File: src/design/idf_pkg.sv
package idf_pkg;

    localparam int MAX_FIELD_DEF = 64;

    localparam int MAG_W      = 64;
    localparam int NDIG_MAX   = 20;
    localparam int CFG_IDX_W  = 3;
    localparam int CFG_DATA_W = 7;
    localparam int QDEPTH     = 2;

    localparam logic [CFG_IDX_W-1:0] REG_PAD_WIDTH       = 3'd0;
    localparam logic [CFG_IDX_W-1:0] REG_MIN_DIGITS      = 3'd1;
    localparam logic [CFG_IDX_W-1:0] REG_PRECISION_GIVEN = 3'd2;
    localparam logic [CFG_IDX_W-1:0] REG_LEFT_ALIGN      = 3'd3;
    localparam logic [CFG_IDX_W-1:0] REG_SIGN_MODE       = 3'd4;
    localparam logic [CFG_IDX_W-1:0] REG_ZERO_FILL       = 3'd5;
    localparam logic [CFG_IDX_W-1:0] REG_VALUE_KIND      = 3'd6;

    localparam logic [1:0] KIND_INT32  = 2'd0;
    localparam logic [1:0] KIND_INT16  = 2'd1;
    localparam logic [1:0] KIND_INT64  = 2'd2;
    localparam logic [1:0] KIND_UINT64 = 2'd3;

    localparam logic [1:0] SIGN_MINUS = 2'd0;
    localparam logic [1:0] SIGN_PLUS  = 2'd1;
    localparam logic [1:0] SIGN_SPACE = 2'd2;

    localparam logic [7:0] CH_NONE  = 8'h00;
    localparam logic [7:0] CH_ZERO  = 8'h30;
    localparam logic [7:0] CH_PLUS  = 8'h2B;
    localparam logic [7:0] CH_MINUS = 8'h2D;
    localparam logic [7:0] CH_SPACE = 8'h20;

    typedef struct packed {
        logic [6:0] pad_width;
        logic [5:0] min_digits;
        logic       precision_given;
        logic       left_align;
        logic [1:0] sign_mode;
        logic       zero_fill;
        logic [1:0] value_kind;
    } idf_cfg_t;

    typedef struct packed {
        logic [MAG_W-1:0] mag;
        logic [7:0]       sign_ch;
        logic             nodig;
    } idf_item_t;

endpackage

File: src/design/integer_decimal_formatter.sv
// a value goes from start through the queue, conversion and setup, then one character per cycle
// a value holds the converter through conversion, setup and n characters out (0 to 127);
// the conversion is a shift-add-3 binary to bcd pass over all 64 input bits
// a two-entry queue takes further values while one is converted; busy when it is full
// characters leave on strobe for one cycle each; the receiver cannot stall
// reset clears the config registers to zero, empties the queue and idles the converter
module integer_decimal_formatter
    import idf_pkg::*;
#(
    parameter int MAX_FIELD = MAX_FIELD_DEF
)
(
    input  logic                  clk,
    input  logic                  rst_n,
    input  logic                  start,
    output logic                  busy,
    input  logic [MAG_W-1:0]      value,
    input  logic                  cfg_we,
    input  logic [CFG_IDX_W-1:0]  cfg_index,
    input  logic [CFG_DATA_W-1:0] cfg_data,
    output logic                  strobe,
    output logic [7:0]            ch,
    output logic                  empty_res,
    output logic                  last
);

    idf_cfg_t  cfg_reg;
    idf_item_t front_item;
    idf_item_t q_head;
    logic      q_full;
    logic      q_empty;
    logic      q_pop;
    logic      push;

    assign busy = q_full;
    assign push = start && !q_full;

    always_ff @(posedge clk or negedge rst_n)
    begin
        if (!rst_n)
        begin
            cfg_reg <= '0;
        end
        else if (cfg_we)
        begin
            unique case (cfg_index)
                REG_PAD_WIDTH:       cfg_reg.pad_width       <= cfg_data;
                REG_MIN_DIGITS:      cfg_reg.min_digits      <= cfg_data[5:0];
                REG_PRECISION_GIVEN: cfg_reg.precision_given <= cfg_data[0];
                REG_LEFT_ALIGN:      cfg_reg.left_align      <= cfg_data[0];
                REG_SIGN_MODE:       cfg_reg.sign_mode       <= cfg_data[1:0];
                REG_ZERO_FILL:       cfg_reg.zero_fill       <= cfg_data[0];
                REG_VALUE_KIND:      cfg_reg.value_kind      <= cfg_data[1:0];
                default:             cfg_reg                 <= cfg_reg;
            endcase
        end
    end

    idf_front u_front (
        .cfg   (cfg_reg),
        .value (value),
        .item  (front_item)
    );

    idf_queue u_queue (
        .clk       (clk),
        .rst_n     (rst_n),
        .push      (push),
        .push_item (front_item),
        .pop       (q_pop),
        .head      (q_head),
        .full      (q_full),
        .empty     (q_empty)
    );

    idf_back #(
        .MAX_FIELD (MAX_FIELD)
    ) u_back (
        .clk       (clk),
        .rst_n     (rst_n),
        .cfg       (cfg_reg),
        .q_empty   (q_empty),
        .q_head    (q_head),
        .q_pop     (q_pop),
        .strobe    (strobe),
        .ch        (ch),
        .empty_res (empty_res),
        .last      (last)
    );

endmodule

File: src/design/idf_front.sv
module idf_front
    import idf_pkg::*;
(
    input  idf_cfg_t         cfg,
    input  logic [MAG_W-1:0] value,
    output idf_item_t        item
);

    logic             is_signed;
    logic             neg;
    logic [MAG_W-1:0] low_bits;
    logic [MAG_W-1:0] mag;

    always_comb
    begin
        is_signed = (cfg.value_kind != KIND_UINT64);
        neg       = 1'b0;
        low_bits  = value;
        mag       = value;
        unique case (cfg.value_kind)
            KIND_INT32:
            begin
                neg      = value[31];
                low_bits = {32'd0, value[31:0]};
                mag      = neg ? (64'h1_0000_0000 - low_bits) : low_bits;
            end
            KIND_INT16:
            begin
                neg      = value[15];
                low_bits = {48'd0, value[15:0]};
                mag      = neg ? (64'h1_0000 - low_bits) : low_bits;
            end
            KIND_INT64:
            begin
                neg = value[MAG_W-1];
                mag = neg ? (64'd0 - value) : value;
            end
            default:
            begin
                mag = value;
            end
        endcase

        item.mag = mag;
        if (neg)
        begin
            item.sign_ch = CH_MINUS;
        end
        else if (is_signed && cfg.sign_mode == SIGN_PLUS)
        begin
            item.sign_ch = CH_PLUS;
        end
        else if (is_signed && cfg.sign_mode == SIGN_SPACE)
        begin
            item.sign_ch = CH_SPACE;
        end
        else
        begin
            item.sign_ch = CH_NONE;
        end
        // signed zero with explicit zero precision prints no digits
        item.nodig = is_signed && (mag == '0) && cfg.precision_given
                     && (cfg.min_digits == 6'd0);
    end

endmodule

File: src/design/idf_queue.sv
module idf_queue
    import idf_pkg::*;
(
    input  logic      clk,
    input  logic      rst_n,
    input  logic      push,
    input  idf_item_t push_item,
    input  logic      pop,
    output idf_item_t head,
    output logic      full,
    output logic      empty
);

    localparam int PTR_W = $clog2(QDEPTH);
    localparam int CNT_W = $clog2(QDEPTH + 1);
    localparam logic [PTR_W-1:0] PTR_LAST = PTR_W'(QDEPTH - 1);
    localparam logic [CNT_W-1:0] CNT_FULL = CNT_W'(QDEPTH);

    idf_item_t        entries_reg [QDEPTH];
    logic [PTR_W-1:0] wr_ptr_reg;
    logic [PTR_W-1:0] rd_ptr_reg;
    logic [CNT_W-1:0] count_reg;
    logic             do_push;
    logic             do_pop;

    assign full    = (count_reg == CNT_FULL);
    assign empty   = (count_reg == '0);
    assign do_push = push && !full;
    assign do_pop  = pop && !empty;
    assign head    = entries_reg[rd_ptr_reg];

    always_ff @(posedge clk)
    begin
        if (do_push)
        begin
            entries_reg[wr_ptr_reg] <= push_item;
        end
    end

    always_ff @(posedge clk or negedge rst_n)
    begin
        if (!rst_n)
        begin
            wr_ptr_reg <= '0;
            rd_ptr_reg <= '0;
            count_reg  <= '0;
        end
        else
        begin
            if (do_push)
            begin
                wr_ptr_reg <= (wr_ptr_reg == PTR_LAST) ? '0 : wr_ptr_reg + 1'b1;
            end
            if (do_pop)
            begin
                rd_ptr_reg <= (rd_ptr_reg == PTR_LAST) ? '0 : rd_ptr_reg + 1'b1;
            end
            if (do_push && !do_pop)
            begin
                count_reg <= count_reg + 1'b1;
            end
            else if (do_pop && !do_push)
            begin
                count_reg <= count_reg - 1'b1;
            end
        end
    end

    a_count_bound: assert property (@(posedge clk) disable iff (!rst_n)
        count_reg <= CNT_FULL)
        else $error("queue count beyond depth");

    a_no_push_full: assert property (@(posedge clk) disable iff (!rst_n)
        full |-> !push)
        else $error("transfer pushed into a full queue");

endmodule

File: src/design/idf_back.sv
module idf_back
    import idf_pkg::*;
#(
    parameter int MAX_FIELD = MAX_FIELD_DEF
)
(
    input  logic      clk,
    input  logic      rst_n,
    input  idf_cfg_t  cfg,
    input  logic      q_empty,
    input  idf_item_t q_head,
    output logic      q_pop,
    output logic      strobe,
    output logic [7:0] ch,
    output logic      empty_res,
    output logic      last
);

    localparam int WMAX  = (MAX_FIELD > 127) ? 127 : MAX_FIELD;
    localparam int PMAX  = (MAX_FIELD - 1 > 63) ? 63 : MAX_FIELD - 1;
    localparam logic [6:0] WMAX_C = 7'(WMAX);
    localparam logic [5:0] PMAX_C = 6'(PMAX);

    localparam int BIT_W = $clog2(MAG_W);
    localparam logic [BIT_W-1:0] BIT_LAST = BIT_W'(MAG_W - 1);
    localparam int DIG_W = $clog2(NDIG_MAX + 1);
    localparam logic [DIG_W-1:0] NDIG_C = DIG_W'(NDIG_MAX);

    localparam logic [1:0] S_IDLE  = 2'd0;
    localparam logic [1:0] S_CONV  = 2'd1;
    localparam logic [1:0] S_SETUP = 2'd2;
    localparam logic [1:0] S_EMIT  = 2'd3;

    logic [1:0]       state_reg;
    logic [MAG_W-1:0] shreg_reg;
    logic [3:0]       bcd_reg [NDIG_MAX];
    logic [3:0]       bcd_adj [NDIG_MAX];
    logic [3:0]       bcd_next [NDIG_MAX];
    logic [DIG_W-1:0] ndig_reg;
    logic [BIT_W-1:0] bitcnt_reg;
    logic [7:0]       sign_reg;
    logic             nodig_reg;
    logic [6:0]       lpad_reg;
    logic [6:0]       zcnt_reg;
    logic [6:0]       rpad_reg;
    logic [6:0]       rem_reg;
    logic             sign_pend_reg;
    logic [DIG_W-1:0] dig_cnt_reg;
    logic             strobe_reg;
    logic [7:0]       ch_reg;
    logic             empty_reg;
    logic             last_reg;

    logic             grow;
    logic [DIG_W-1:0] nd;
    logic [6:0]       width7;
    logic [5:0]       prec6;
    logic [6:0]       zeros7;
    logic             has_sign;
    logic [6:0]       body7;
    logic [6:0]       pad7;
    logic [6:0]       total7;
    logic             uzp;
    logic [DIG_W-1:0] dig_idx;
    logic [7:0]       emit_ch;
    logic [1:0]       emit_sel;

    localparam logic [1:0] E_LPAD = 2'd0;
    localparam logic [1:0] E_SIGN = 2'd1;
    localparam logic [1:0] E_ZERO = 2'd2;
    localparam logic [1:0] E_TAIL = 2'd3;

    assign q_pop     = (state_reg == S_IDLE) && !q_empty;
    assign strobe    = strobe_reg;
    assign ch        = ch_reg;
    assign empty_res = empty_reg;
    assign last      = last_reg;

    // shift-add-3 binary to bcd, one input bit per cycle
    always_comb
    begin
        for (int i = 0; i < NDIG_MAX; i++)
        begin
            bcd_adj[i] = (bcd_reg[i] >= 4'd5) ? bcd_reg[i] + 4'd3 : bcd_reg[i];
        end
        bcd_next[0] = {bcd_adj[0][2:0], shreg_reg[MAG_W-1]};
        for (int i = 1; i < NDIG_MAX; i++)
        begin
            bcd_next[i] = {bcd_adj[i][2:0], bcd_adj[i-1][3]};
        end
        // a shift can only light up the digit just above the current top
        grow = 1'b0;
        if (ndig_reg < NDIG_C)
        begin
            grow = (bcd_next[ndig_reg[DIG_W-1:0]] != 4'd0);
        end
    end

    always_comb
    begin
        if (nodig_reg)
        begin
            nd = '0;
        end
        else if (ndig_reg == '0)
        begin
            nd = DIG_W'(1);
        end
        else
        begin
            nd = ndig_reg;
        end
        width7   = (cfg.pad_width > WMAX_C) ? WMAX_C : cfg.pad_width;
        prec6    = (cfg.min_digits > PMAX_C) ? PMAX_C : cfg.min_digits;
        zeros7   = ({1'b0, prec6} > 7'(nd)) ? ({1'b0, prec6} - 7'(nd)) : 7'd0;
        has_sign = (sign_reg != CH_NONE);
        body7    = 7'(has_sign) + zeros7 + 7'(nd);
        pad7     = (width7 > body7) ? (width7 - body7) : 7'd0;
        total7   = pad7 + body7;
        uzp      = cfg.zero_fill && !cfg.left_align && !cfg.precision_given;
    end

    always_comb
    begin
        dig_idx = dig_cnt_reg - 1'b1;
        if (lpad_reg != '0)
        begin
            emit_sel = E_LPAD;
        end
        else if (sign_pend_reg)
        begin
            emit_sel = E_SIGN;
        end
        else if (zcnt_reg != '0)
        begin
            emit_sel = E_ZERO;
        end
        else
        begin
            emit_sel = E_TAIL;
        end
        emit_ch = CH_SPACE;
        case (emit_sel)
            E_LPAD: emit_ch = CH_SPACE;
            E_SIGN: emit_ch = sign_reg;
            E_ZERO: emit_ch = CH_ZERO;
            default:
            begin
                if (dig_cnt_reg != '0)
                begin
                    emit_ch = CH_ZERO | {4'd0, bcd_reg[dig_idx]};
                end
                else
                begin
                    emit_ch = CH_SPACE;
                end
            end
        endcase
    end

    always_ff @(posedge clk)
    begin
        if (q_pop)
        begin
            shreg_reg <= q_head.mag;
            sign_reg  <= q_head.sign_ch;
            nodig_reg <= q_head.nodig;
            for (int i = 0; i < NDIG_MAX; i++)
            begin
                bcd_reg[i] <= 4'd0;
            end
        end
        else if (state_reg == S_CONV)
        begin
            shreg_reg <= {shreg_reg[MAG_W-2:0], 1'b0};
            for (int i = 0; i < NDIG_MAX; i++)
            begin
                bcd_reg[i] <= bcd_next[i];
            end
        end
        if (state_reg == S_SETUP && total7 == '0)
        begin
            ch_reg    <= CH_NONE;
            empty_reg <= 1'b1;
            last_reg  <= 1'b1;
        end
        else
        begin
            ch_reg    <= emit_ch;
            empty_reg <= 1'b0;
            last_reg  <= (rem_reg == 7'd1);
        end
    end

    always_ff @(posedge clk or negedge rst_n)
    begin
        if (!rst_n)
        begin
            state_reg     <= S_IDLE;
            ndig_reg      <= '0;
            bitcnt_reg    <= '0;
            lpad_reg      <= '0;
            zcnt_reg      <= '0;
            rpad_reg      <= '0;
            rem_reg       <= '0;
            sign_pend_reg <= 1'b0;
            dig_cnt_reg   <= '0;
            strobe_reg    <= 1'b0;
        end
        else
        begin
            unique case (state_reg)
                S_IDLE:
                begin
                    strobe_reg <= 1'b0;
                    if (!q_empty)
                    begin
                        ndig_reg   <= '0;
                        bitcnt_reg <= '0;
                        state_reg  <= S_CONV;
                    end
                end
                S_CONV:
                begin
                    strobe_reg <= 1'b0;
                    if (grow)
                    begin
                        ndig_reg <= ndig_reg + 1'b1;
                    end
                    bitcnt_reg <= bitcnt_reg + 1'b1;
                    if (bitcnt_reg == BIT_LAST)
                    begin
                        state_reg <= S_SETUP;
                    end
                end
                S_SETUP:
                begin
                    lpad_reg      <= (!cfg.left_align && !uzp) ? pad7 : 7'd0;
                    zcnt_reg      <= (uzp ? pad7 : 7'd0) + zeros7;
                    rpad_reg      <= cfg.left_align ? pad7 : 7'd0;
                    sign_pend_reg <= has_sign;
                    dig_cnt_reg   <= nd;
                    rem_reg       <= total7;
                    if (total7 == '0)
                    begin
                        strobe_reg <= 1'b1;
                        state_reg  <= S_IDLE;
                    end
                    else
                    begin
                        strobe_reg <= 1'b0;
                        state_reg  <= S_EMIT;
                    end
                end
                default:
                begin
                    strobe_reg <= 1'b1;
                    rem_reg    <= rem_reg - 1'b1;
                    case (emit_sel)
                        E_LPAD: lpad_reg <= lpad_reg - 1'b1;
                        E_SIGN: sign_pend_reg <= 1'b0;
                        E_ZERO: zcnt_reg <= zcnt_reg - 1'b1;
                        default:
                        begin
                            if (dig_cnt_reg != '0)
                            begin
                                dig_cnt_reg <= dig_cnt_reg - 1'b1;
                            end
                            else
                            begin
                                rpad_reg <= rpad_reg - 1'b1;
                            end
                        end
                    endcase
                    if (rem_reg == 7'd1)
                    begin
                        state_reg <= S_IDLE;
                    end
                end
            endcase
        end
    end

    a_emit_nonzero: assert property (@(posedge clk) disable iff (!rst_n)
        state_reg == S_EMIT |-> rem_reg != '0)
        else $error("emitting with no characters left");

    a_last_closes: assert property (@(posedge clk) disable iff (!rst_n)
        (state_reg == S_EMIT && rem_reg == 7'd1)
        |=> (strobe_reg && last_reg && state_reg == S_IDLE))
        else $error("final character did not close the value");

    a_ndig_bound: assert property (@(posedge clk) disable iff (!rst_n)
        state_reg == S_CONV |-> ndig_reg <= NDIG_C)
        else $error("digit count overflow");

endmodule
File: config.mk
export PLATFORM = sky130hd
export DESIGN_NAME = integer_decimal_formatter
export DESIGN_NICKNAME = d
export VERILOG_FILES = /design/src/design/idf_pkg.sv /design/src/design/integer_decimal_formatter.sv /design/src/design/idf_front.sv /design/src/design/idf_queue.sv /design/src/design/idf_back.sv
export SDC_FILE = /design/constraint.sdc
export NUM_CORES = 1
export LEC_CHECK = 0
export BUFFER_PORTS_ARGS = -buffer_cell sky130_fd_sc_hd__buf_2
export CORE_MARGIN = 4
export CORE_UTILIZATION = 62
export DETAILED_ROUTE_END_ITERATION = 16
export GPL_TIMING_DRIVEN = 0
export PLACE_DENSITY = 0.86
export SLEW_MARGIN = 5
export SYNTH_ARGS = -nofsm -noshare
export SYNTH_HDL_FRONTEND = slang
export SYNTH_SLANG_ARGS = --single-unit
File: constraint.sdc
create_clock -name clk -period 11.6 [get_ports clk]
set_input_delay 0.58 -clock clk [delete_from_list [all_inputs] [get_ports clk]]
set_output_delay 0.58 -clock clk [all_outputs]
set_load 0.02 [all_outputs]
==> metrics.txt <==
status finished clean; Critical Path AT 9.16 ns; initial antenna violation count 3; hold crit path type in -> async; largest family of logic cells by synthesized area simple AND/OR/NAND/NOR gates; Starting Density 62.9%; Post-synth top cells edfxtp_1, nor2_1, nand2_1; Max Cap Viol 0; cts bufs inserted 38; fraction of registers with async set or reset after synthesis 18.1%; setup TNS 0 ns; main flop type after synthesis edfxtp_1; number of flops mapped to enable cells by yosys 287; post-cts resize count 0; DRC violation count after routing 0; Largest register FFs 138; IO Count 90; peak supply drop 0.000121 V; largest cells by area after synthesis edfxtp_1, dfrtp_1, ha_1; share of layout cells above drive strength 1 11.6%; top cell type's share of synthesized area 42.0%; Clock Root Buffer clkbuf_16; Stages on worst setup path 34; die width 190 um; Routed Antenna Nets 0; worst-margin pin slew 1.18 ns; grt ovf 0; PortBufs 84; htree depth 2; count leader, synth edfxtp_1; Max stage delay on crit path 0.64 ns; dpl hpwl 35.1 mm; worst-case clock buffer depth 3; fin crit period 8.78 ns; CP endpoint u_back.state_reg[0]$_DFFE_PN0P_; Worst-path clk slew 0.07 ns; met3 GRT Util 4.26%; mapped cell area 0.0205 mm^2; critical path required time 11.99 ns; post-synthesis cell count 1,927; routability congestion estimate 0.939; first-pass GRT wire length 78.6 mm; vias in the first global route 15,500; CTS Sinks 360; most numerous cell on the critical path ha_1; Vias/cell 6.20; Tot Pwr 0.00363 W; GR peak layer met2; CP top delay family compound AO/OA/AOI/OAI gates; fraction of the mapped netlist area in compound gates 11.8%; DRT iter0 DRCs 1,486; Fin. Hold Viols 0; Critical Path Start Type flop; CP Max Fanout 10; crit share post-route 75.7%; die area 0.0361 mm^2; Synth warnings 0; Die Y 190 um; setup violators final 0; Reg-to-Reg End u_back.state_reg[0]$_DFFE_PN0P_; fillers 2,312; Mean Syn Cell Area 10.6 um^2; largest net degree at the start of global routing 76; routed len/inst 19.3 um; Area growth, synth to finish 11.1%; Lkg Pwr 9.33 nW; post-synthesis mux area share 8.47%; number of synthesized register bits 360; RSZ-0062 raised after global routing false; GR Util met2 46.1%; skew final 0.0236 ns; later-pin clock latency in the skew report 0.54 ns; cell count of the worst reg-to-reg path 34; critical path class reg -> reg; Buf/Inv on CP 5; TritonRoute pass-1 iters 7; Layout Nets 2,218; sequential share of the synthesized area 50.7%; via count 15,700; CP endpoint kind flop; Post-Synth XOR/XNOR Area 4.18%; Worst slew margin 20.5%; Row Count 66; Critical R2R Launch u_back.ndig_reg[1]$_DFFE_PN0P_; pwr dens 159 mW/mm^2; Core Box Area 0.0326 mm^2; FMAX 0.114 GHz; internal reg-to-reg setup slack 2.82 ns; Post-CTS Hold Buffers 0; Yosys top cell by area edfxtp_1; critical path startpoint u_back.ndig_reg[1]$_DFFE_PN0P_; synth unique cells 80; adder-cell area share of the yosys netlist 5.45%; TritonCTS clock tree yes; simple logic cell fraction of the synthesized area 16.1%; Total Wirelength 48.7 mm; Slew Limit Fails 0; slowest cell on the critical path a211oi_1; met1 Track Usage GR 34.7%; gr usage total 26.7%; antenna cell count 0; Setup Fix Bufs, Post-CTS 0
[per-stage QoR]
step	utilization [%]	area, um^2	hold slack (ns)	instances	setup WS [ns]
2_1_floorplan	-	20500	0.284	1928	4.62
3_3_place_gp	65.9	21500	0.476	2454	3.13
3_5_place_dp	66.2	21600	0.490	2458	2.96
4_1_cts	69.9	22800	0.172	2526	2.90
5_1_grt	69.9	22800	0.210	2526	2.15
6_report	69.9	22800	0.152	2526	2.82
[cells in the final DEF, fill, tap and decap left out, types with 10 or more instances in the layout]
| master | n |
|---|---|
| edfxtp_1 | 287 |
| nor2_1 | 186 |
| nand2_1 | 181 |
| o21ai_0 | 164 |
| a21oi_1 | 118 |
| buf_2 | 87 |
| clkbuf_1 | 85 |
| inv_1 | 84 |
| ha_1 | 79 |
| mux2i_1 | 78 |
| xnor2_1 | 70 |
| dfrtp_1 | 65 |
| nand2b_1 | 43 |
| nor3b_1 | 39 |
| clkbuf_16 | 38 |
| mux2_2 | 37 |
| nor3_1 | 33 |
| nand3_1 | 28 |
| xor2_1 | 26 |
| nand4_1 | 25 |
| mux4_2 | 24 |
| nor2b_1 | 21 |
| nor4_1 | 20 |
| a31oi_1 | 20 |
| a21o_1 | 19 |
| o31ai_1 | 15 |
| or3_1 | 15 |
| and2_1 | 12 |
| or4_1 | 10 |
| a211oi_1 | 10 |
[logic make-up (layout without fill, tap and decap cells)]
group,after synthesis,count (layout)
adders and majority gates,87,87
buffers and inverters,172,328
and+or+nand+nor,660,660
AOI/OAI and AO/OA,411,411
muxes,139,139
xor gates and xnor gates,97,97
other,1,2
DFF,360,360
[report_power, final]
| group | leakage, nW | total [W] | internal [W] | switching [W] |
|---|---|---|---|---|
| combinational | 4.83 | 0.000822 | 0.000314 | 0.000507 |
| sequential | 3.92 | 0.00163 | 0.00158 | 0.0000500 |
| clock | 0.577 | 0.00117 | 0.000674 | 0.000496 |
[area by class of cell]
cell class / instances / area [um^2] / share of cell area (%)
well taps: 442 / 553 / 2.43
multi-input cells: 1396 / 9460 / 41.5
inverters: 87 / 332 / 1.46
clock buffers: 47 / 985 / 4.32
clock inverters: 21 / 198 / 0.868
flip-flops and latches: 360 / 10400 / 45.7
plain buffers: 85 / 339 / 1.49
repair buffers: 88 / 518 / 2.27
[routing by layer]
metal  vias up  routed length, um  part of all wire [%]
met2       672              24200                    50
met5         -                 49                  0.10
met4         6               1570                   3.2
li1       7318                  -                     -
met3       122               3460                   7.1
met1      7535              19400                    40
[worst min-delay path by stage]
stage,from,to,slack (ns),cells after the start
after floorplan,rst_n,cfg_reg[0]$_DFFE_PN0P_,0.28,0
after global placement,u_queue.wr_ptr_reg$_DFFE_PN0P_,u_queue.wr_ptr_reg$_DFFE_PN0P_,0.48,1
after detailed placement,cfg_reg[16]$_DFFE_PN0P_,cfg_reg[16]$_DFFE_PN0P_,0.49,1
after CTS,rst_n,u_back.rem_reg[1]$_DFFE_PN0P_,0.17,1
after global routing,rst_n,u_back.lpad_reg[0]$_DFFE_PN0P_,0.21,1
final,rst_n,u_back.lpad_reg[0]$_DFFE_PN0P_,0.15,1
Power figures use the tool's default switching activity.
